--- config.mk ---
export PLATFORM = sky130hd
export DESIGN_NAME = lcd_text_to_serial_frames_flat
export DESIGN_NICKNAME = d
export VERILOG_FILES = /design/src/hw/rtl/lcdtx_pkg.sv /design/src/hw/rtl/lcdtx_if.sv /design/src/hw/rtl/lcd_text_to_serial_frames.sv /design/src/flat_wrapper.sv
export SDC_FILE = /design/constraint.sdc
export NUM_CORES = 1
export LEC_CHECK = 0
export ABC_AREA = 1
export BUFFER_PORTS_ARGS = -buffer_cell sky130_fd_sc_hd__buf_2
export CAP_MARGIN = 10
export CORE_UTILIZATION = 51
export DETAILED_ROUTE_END_ITERATION = 12
export PLACE_DENSITY = 0.75
export SKIP_CTS_REPAIR_TIMING = 1
export SLEW_MARGIN = 20
export SYNTH_ARGS = -nofsm -noshare
export SYNTH_HDL_FRONTEND = slang
export SYNTH_SLANG_ARGS = --single-unit
--- constraint.sdc ---
create_clock -name clk -period 2.15 [get_ports clk]
set_input_delay 0 -clock clk [delete_from_list [all_inputs] [get_ports clk]]
set_output_delay 0 -clock clk [all_outputs]
set_load 0.02 [all_outputs]
--- src/hw/rtl/lcdtx_pkg.sv ---
// Shared types, codes and helpers for the LCD text-to-telegram converter.
package lcdtx_pkg;

    typedef logic [7:0] byte_t;
    typedef logic [1:0] lead_t;
    typedef logic [1:0] slot_t;

    // Telegram start bytes: register select clear for commands, set for characters
    localparam byte_t START_BYTE = 8'hF8;
    localparam byte_t RS_BIT     = 8'h02;

    localparam byte_t CMD_CLEAR  = 8'h01;
    localparam byte_t CMD_HOME   = 8'h02;

    localparam byte_t LEAD_C3    = 8'hC3;
    localparam byte_t LEAD_C2    = 8'hC2;

    localparam byte_t SUBST_RESET = 8'h15;

    // Held lead byte codes
    localparam lead_t PEND_NONE = 2'd0;
    localparam lead_t PEND_C3   = 2'd1;
    localparam lead_t PEND_C2   = 2'd2;

    // Frame slot within one job: two command telegrams, then the character
    localparam slot_t FRAME_CLEAR = 2'd0;
    localparam slot_t FRAME_HOME  = 2'd1;
    localparam slot_t FRAME_CHAR  = 2'd2;

    // Byte slot within one telegram
    localparam slot_t BYTE_START = 2'd0;
    localparam slot_t BYTE_LO    = 2'd1;
    localparam slot_t BYTE_HI    = 2'd2;

    function automatic logic [3:0] rev_nibble(input logic [3:0] nib);
        return {nib[0], nib[1], nib[2], nib[3]};
    endfunction

    // Second byte after a 0xC3 lead: German letters to Latin-1, else substitute
    function automatic byte_t umlaut_map(input byte_t second, input byte_t subst);
        byte_t res;
        case (second)
            8'hA4:   res = 8'hE4;
            8'hB6:   res = 8'hF6;
            8'hBC:   res = 8'hFC;
            8'h84:   res = 8'hC4;
            8'h96:   res = 8'hD6;
            8'h9C:   res = 8'hDC;
            8'h9F:   res = 8'hDF;
            default: res = subst;
        endcase
        return res;
    endfunction

endpackage

--- src/hw/rtl/lcdtx_if.sv ---
// Valid/ready channel interfaces for text input and serial telegram output.
interface lcdtx_text_if;
    logic                 valid;
    logic                 ready;
    lcdtx_pkg::byte_t     text_byte;
    logic                 first_of_text;

    modport source (output valid, output text_byte, output first_of_text, input ready);
    modport sink   (input valid, input text_byte, input first_of_text, output ready);
endinterface

interface lcdtx_serial_if;
    logic                 valid;
    logic                 ready;
    lcdtx_pkg::byte_t     serial_byte;
    logic                 frame_end;
    logic                 run_end;

    modport source (output valid, output serial_byte, output frame_end, output run_end,
                    input ready);
    modport sink   (input valid, input serial_byte, input frame_end, input run_end,
                    output ready);
endinterface

--- src/hw/rtl/lcd_text_to_serial_frames.sv ---
// Top level: UTF-8 text bytes in, three-byte LCD serial telegrams out.
//
// in_text carries one text byte per transfer, with first_of_text marking the
// start of a new text. out_serial carries one telegram byte per transfer;
// frame_end flags the third byte of a telegram, run_end the last byte caused
// by one input byte. cfg_wr_en/cfg_wr_data load the substitute character.
//
// A text byte is decoded in the cycle it is transferred and loaded into a job
// register; its first telegram byte is valid in the next cycle. The job
// register sends one byte per cycle while the receiver is ready: a plain
// character gives one telegram, a start-of-text byte two or three. A lead
// byte (0xC3, 0xC2) is held and sends nothing unless it starts a text. A new
// byte is taken in the cycle the last byte of the current job is transferred,
// so the output runs without gaps. When the receiver stalls, the current byte
// holds and input stays blocked once the job register is busy.
// Reset clears the job valid flag and the held lead byte and sets the
// substitute character to 0x15.
module lcd_text_to_serial_frames (
    input  logic                     clk,
    input  logic                     rst_n,
    input  logic                     cfg_wr_en,
    input  lcdtx_pkg::byte_t         cfg_wr_data,
    lcdtx_text_if.sink               in_text,
    lcdtx_serial_if.source           out_serial
);
    import lcdtx_pkg::*;

    logic   job_valid_reg, job_valid_next;
    logic   job_char_reg, job_char_next;
    byte_t  job_value_reg, job_value_next;
    slot_t  frame_reg, frame_next;
    slot_t  byte_reg, byte_next;
    lead_t  pend_reg, pend_next;
    byte_t  subst_reg;

    logic   in_xfer;
    logic   out_xfer;
    slot_t  last_frame;
    logic   last_byte;
    lead_t  pend_eff;
    logic   dec_char;
    logic   dec_load;
    byte_t  dec_value;
    byte_t  frame_value;
    logic   frame_is_char;

    assign in_xfer    = in_text.valid && in_text.ready;
    assign out_xfer   = out_serial.valid && out_serial.ready;
    assign last_frame = job_char_reg ? FRAME_CHAR : FRAME_HOME;
    assign last_byte  = (byte_reg == BYTE_HI) && (frame_reg == last_frame);

    assign in_text.ready = !job_valid_reg || (out_serial.ready && last_byte);

    // Decode the incoming byte against the held lead
    always_comb
    begin
        pend_eff  = in_text.first_of_text ? PEND_NONE : pend_reg;
        dec_char  = 1'b1;
        dec_value = in_text.text_byte;
        pend_next = PEND_NONE;
        unique case (pend_eff)
            PEND_C3:
            begin
                dec_value = umlaut_map(in_text.text_byte, subst_reg);
            end
            PEND_C2:
            begin
                dec_value = subst_reg;
            end
            default:
            begin
                if (in_text.text_byte == LEAD_C3)
                begin
                    dec_char  = 1'b0;
                    pend_next = PEND_C3;
                end
                else if (in_text.text_byte == LEAD_C2)
                begin
                    dec_char  = 1'b0;
                    pend_next = PEND_C2;
                end
            end
        endcase
        dec_load = in_text.first_of_text || dec_char;
    end

    // Job sequencer: advance byte and frame slots, load a new job on transfer
    always_comb
    begin
        job_valid_next = job_valid_reg;
        job_char_next  = job_char_reg;
        job_value_next = job_value_reg;
        frame_next     = frame_reg;
        byte_next      = byte_reg;
        if (out_xfer)
        begin
            if (last_byte)
            begin
                job_valid_next = 1'b0;
            end
            else if (byte_reg == BYTE_HI)
            begin
                frame_next = frame_reg + 2'd1;
                byte_next  = BYTE_START;
            end
            else
            begin
                byte_next = byte_reg + 2'd1;
            end
        end
        if (in_xfer && dec_load)
        begin
            job_valid_next = 1'b1;
            job_char_next  = dec_char;
            job_value_next = dec_value;
            frame_next     = in_text.first_of_text ? FRAME_CLEAR : FRAME_CHAR;
            byte_next      = BYTE_START;
        end
    end

    always_ff @(posedge clk or negedge rst_n)
    begin
        if (!rst_n)
        begin
            job_valid_reg <= 1'b0;
            frame_reg     <= FRAME_CLEAR;
            byte_reg      <= BYTE_START;
            pend_reg      <= PEND_NONE;
            subst_reg     <= SUBST_RESET;
        end
        else
        begin
            job_valid_reg <= job_valid_next;
            frame_reg     <= frame_next;
            byte_reg      <= byte_next;
            if (in_xfer)
            begin
                pend_reg <= pend_next;
            end
            if (cfg_wr_en)
            begin
                subst_reg <= cfg_wr_data;
            end
        end
    end

    always_ff @(posedge clk)
    begin
        job_char_reg  <= job_char_next;
        job_value_reg <= job_value_next;
    end

    // Build the current telegram byte
    always_comb
    begin
        frame_is_char = (frame_reg == FRAME_CHAR);
        if (frame_reg == FRAME_CLEAR)
        begin
            frame_value = CMD_CLEAR;
        end
        else if (frame_reg == FRAME_HOME)
        begin
            frame_value = CMD_HOME;
        end
        else
        begin
            frame_value = job_value_reg;
        end
        case (byte_reg)
            BYTE_START: out_serial.serial_byte = START_BYTE | (frame_is_char ? RS_BIT : 8'h00);
            BYTE_LO:    out_serial.serial_byte = {rev_nibble(frame_value[3:0]), 4'b0000};
            default:    out_serial.serial_byte = {rev_nibble(frame_value[7:4]), 4'b0000};
        endcase
    end

    assign out_serial.valid     = job_valid_reg;
    assign out_serial.frame_end = (byte_reg == BYTE_HI);
    assign out_serial.run_end   = last_byte;

    // A start-of-text transfer always opens with a command telegram
    assert property (@(posedge clk) disable iff (!rst_n)
        in_xfer && in_text.first_of_text |=>
            out_serial.valid && (out_serial.serial_byte == START_BYTE))
        else $error("start of text did not begin with a command telegram");

    // A lone 0xC3 lead byte is held as the pending lead
    assert property (@(posedge clk) disable iff (!rst_n)
        in_xfer && !in_text.first_of_text && (pend_reg == PEND_NONE) &&
        (in_text.text_byte == LEAD_C3) |=> (pend_reg == PEND_C3))
        else $error("lead byte 0xC3 not held");

    // The last byte of a run always closes a telegram
    assert property (@(posedge clk) disable iff (!rst_n)
        out_serial.valid && out_serial.run_end |-> out_serial.frame_end)
        else $error("run ended inside a telegram");

    // The held lead code never takes the unused value
    assert property (@(posedge clk) disable iff (!rst_n)
        (pend_reg == PEND_NONE) || (pend_reg == PEND_C3) || (pend_reg == PEND_C2))
        else $error("invalid held lead code");

endmodule

--- src/flat_wrapper.sv ---
// flat-port wrapper written by rule: the top's interface ports become plain ports
module lcd_text_to_serial_frames_flat import lcdtx_pkg::*;
  (clk, rst_n, cfg_wr_en, cfg_wr_data, in_text_valid, in_text_text_byte, in_text_first_of_text, in_text_ready, out_serial_valid, out_serial_serial_byte, out_serial_frame_end, out_serial_run_end, out_serial_ready);
  lcdtx_text_if in_text_i ();
  lcdtx_serial_if out_serial_i ();
  input  logic clk;
  input  logic rst_n;
  input  logic cfg_wr_en;
  input  lcdtx_pkg::byte_t cfg_wr_data;
  input wire logic [$bits(in_text_i.valid)-1:0] in_text_valid;
  input wire logic [$bits(in_text_i.text_byte)-1:0] in_text_text_byte;
  input wire logic [$bits(in_text_i.first_of_text)-1:0] in_text_first_of_text;
  output wire logic [$bits(in_text_i.ready)-1:0] in_text_ready;
  output wire logic [$bits(out_serial_i.valid)-1:0] out_serial_valid;
  output wire logic [$bits(out_serial_i.serial_byte)-1:0] out_serial_serial_byte;
  output wire logic [$bits(out_serial_i.frame_end)-1:0] out_serial_frame_end;
  output wire logic [$bits(out_serial_i.run_end)-1:0] out_serial_run_end;
  input wire logic [$bits(out_serial_i.ready)-1:0] out_serial_ready;
  assign in_text_i.valid = in_text_valid;
  assign in_text_i.text_byte = in_text_text_byte;
  assign in_text_i.first_of_text = in_text_first_of_text;
  assign in_text_ready = in_text_i.ready;
  assign out_serial_valid = out_serial_i.valid;
  assign out_serial_serial_byte = out_serial_i.serial_byte;
  assign out_serial_frame_end = out_serial_i.frame_end;
  assign out_serial_run_end = out_serial_i.run_end;
  assign out_serial_i.ready = out_serial_ready;
  lcd_text_to_serial_frames u_core (.clk(clk), .rst_n(rst_n), .cfg_wr_en(cfg_wr_en), .cfg_wr_data(cfg_wr_data), .in_text(in_text_i), .out_serial(out_serial_i));
endmodule
==> impl_results.md <==
- Comb power frac: 0.485
- Final Skew: 0.00869 ns
- Primary FF master, synth: dfrtp_1
- Largest net degree at the start of global routing: 16
- Placed cell areas: 0.00184 mm²
- Sequential cell area: 649 µm²
- First-pass GRT wire length: 5240 µm
- Total CTS buffers: 3
- CTS tree: built
- Source of the worst hold timing path: cfg_wr_en
- Footprint of the multi-input gates: 872 µm²
- Starting Density: 0.534
- Antenna violations before repair: 0
- Critical Path RT: 2.13 ns
- Top cells by area, synth: dfrtp_1 18%, edfxtp_1 17%, nand2_1 7.4%
- Worst-path fanout max: 12
- Min Tclk post-route: 1.94 ns
- Reg clk slew, reported paths: 0.13 ns
- Share of post-route cells with drive strength above 1: 0.365
- Final hold vios: 2
- DRT antenna net count: 0
- Top-area cell type share of the netlist area: 0.184
- WL final: 3260 µm
- Violated checks: hold timing
- Pleak: 0.000951 µW
- Hold slack: -0.0322 ns
- Final Max Tran Viols: 0
- Worst path max stage delay: 0.41 ns
- Post-DP HPWL: 2590 µm
- #FFs+latches synth: 24
- Core Rows: 20
- Die width: 58.5 µm
- Net Sw Frac: 0.432
- Worst path bufs/invs: 2
- Worst-skew pair later-pin latency: 0.31 ns
- GP Congestion: 0.827
- Die area: 0.00343 mm²
- Crit-path leading delay family: flip-flops
- Startpoint types: flop
- Inserted Diodes: 0
- CTS max path bufs: 2
- Total global-route track usage: 0.204
- Area Growth Syn to Fin: 20.4%
- Post-Syn Area: 0.00163 mm²
- Vias per cell: 4.99
- Crit path max-delay cell type: dfrtp_1
- Path type of the worst setup path: flop to flop
- WP data arrival: 1.93 ns
- # fillers: 279
- First-pass iteration count of the detailed router: 4
- Switching pwr: 704 µW
- Most common cell in the netlist: nand2_1
- Post-synthesis cell type count: 29
- Clock Power Share: 0.121
- Buffers on Ports: 31
- Status: finished with violations
- Unrepaired setup endpoints after global routing: false
- Placement Setup Slack: 0.215 ns
- IO Count: 34
- Synth area leader: dfrtp_1
- Internal power: 924 µW
- Max_cap viols: 0
- Syn. warnings: 0
- DRC viols: 0
- Synth async-reset ratio: 0.625
- Worst setup path startpoint: u_core.pend_reg[1]$_DFFE_PN0P_
- Vias in the first global route: 1,240
- Maximum vdd drop: 459 µV
- Core box area: 0.00305 mm²
- Highest clock rate: 514 MHz
- Clock sinks: 24
- Final nets: 269
- Sequential power share: 0.394
- Congestion Overflow GR: 0
- Non-Filler Cell Area, Final: 0.00196 mm²
- Htree depth: 1
- Die Span Y: 58.5 µm
- PnR worst setup slack: 0.206 ns
- Worst min path class: input port to flop
- Final Power: 1630 µW
- Seq/Total Area, Yosys: 0.398
- Setup Viol. Count Final: 0
- Reg2reg start: u_core.pend_reg[1]$_DFFE_PN0P_
- Post-synth top cells: 32 x nand2_1, 20 x nor2_1, 19 x nand3_1, 16 x inv_1
- CP Cell Sequence: nand2_1, inv_1, ha_1, inv_1, nor3_1, nand4_1, nand2_1, a21oi_4
- Mapped Avg Cell Area: 8.28 µm²
- Power Density: 829 mW/mm²
- Starting DRT DRC Count: 31
- Number of flops mapped to enable cells by yosys: 9
- Clock root cell: clkbuf_4
- Post-DR wirelength/cell: 11.4 µm
- Crit. End Element: flop
- Sum Neg Setup Slack: 0 ns
- Vias: 1,422
- Fin crit share: 0.904
- Final core utilization: 0.643
- Syn Inst Count: 197
[layout by cell type, fill, tap and decap left out, types with 5 or more instances in the layout]
cell,instances
mux2_2,6
o21ai_0,5
inv_2,8
edfxtp_1,9
buf_2,31
nand3_1,19
nor2_1,20
dfrtp_1,12
ha_1,5
a21oi_2,7
inv_1,16
nand2_1,32
nand2_2,14
a21oi_1,14
dlygate4sd3_1,10
[final timing paths]
path | cells past startpoint | endpoint | slack [ns]
setup reg to reg | 8 | u_core.job_value_reg[6]$_DFFE_PP_ | 0.21
min in group asynchronous | 2 | u_core.out_serial.valid$_DFFE_PN0P_ | 0.11
max in group asynchronous | 2 | u_core.subst_reg[0]$_DFFE_PN1P_ | 1.74
setup / recovery | 8 | u_core.job_value_reg[6]$_DFFE_PP_ | 0.21
hold reg to reg | 2 | u_core.subst_reg[0]$_DFFE_PN1P_ | 0.51
hold / removal | 3 | u_core.subst_reg[0]$_DFFE_PN1P_ | -0.03
[metrics by stage]
step	std cells	hold slack [ns]
floorplan	198	-0.296
global placement	271	-0.0796
detailed placement	271	-0.0770
CTS	275	-0.427
global route	285	-0.00146
finish	285	-0.0322
[cell families after synthesis]
logic type               Yosys count  synth area share
AO/OA/AOI/OAI                     31             0.132
XOR/XNOR                           1           0.00537
buffers and inverters             28            0.0691
multiplexers                       6            0.0414
adder cells (fa/ha/maj)            5            0.0384
flip-flops                        24             0.398
other                              1           0.00230
AND/OR/NAND/NOR                  101             0.313
[layout make-up]
cell class / count / share of cell area
Multi-Input combinational cell: 146 / 0.444
Clock inverter: 1 / 0.00191
Inverter: 24 / 0.0459
Timing Repair Buffer: 43 / 0.138
Sequential cell: 24 / 0.331
Tap cell: 44 / 0.0280
Clock buffer: 3 / 0.0115
[worst register-to-register path, stage by stage (launching register included)]
cell     delay [ns]
dfrtp_1        0.41
nand2_1        0.09
inv_1          0.05
ha_1           0.28
inv_1          0.08
nor3_1         0.06
nand4_1        0.12
nand2_1        0.13
a21oi_4        0.40
[power by group through the flow]
stage / registers [µW] / logic, µW / clock network (µW)
global placement: 649 / 769 / 0
global route: 655 / 868 / 221
finish: 641 / 790 / 196
floorplan: 646 / 568 / 0
detailed placement: 652 / 777 / 0
CTS: 642 / 778 / 202
[metal layers]
layer / vias to the layer above / global-route usage / wire length (µm)
met5: - / 0 / 0
met4: 0 / 0.0510 / 31
li1: 731 / - / -
met2: 36 / 0.369 / 1710
met3: 4 / 0.0462 / 103
met1: 651 / 0.244 / 1410
Note: power is estimated with default switching activity, not from simulation.
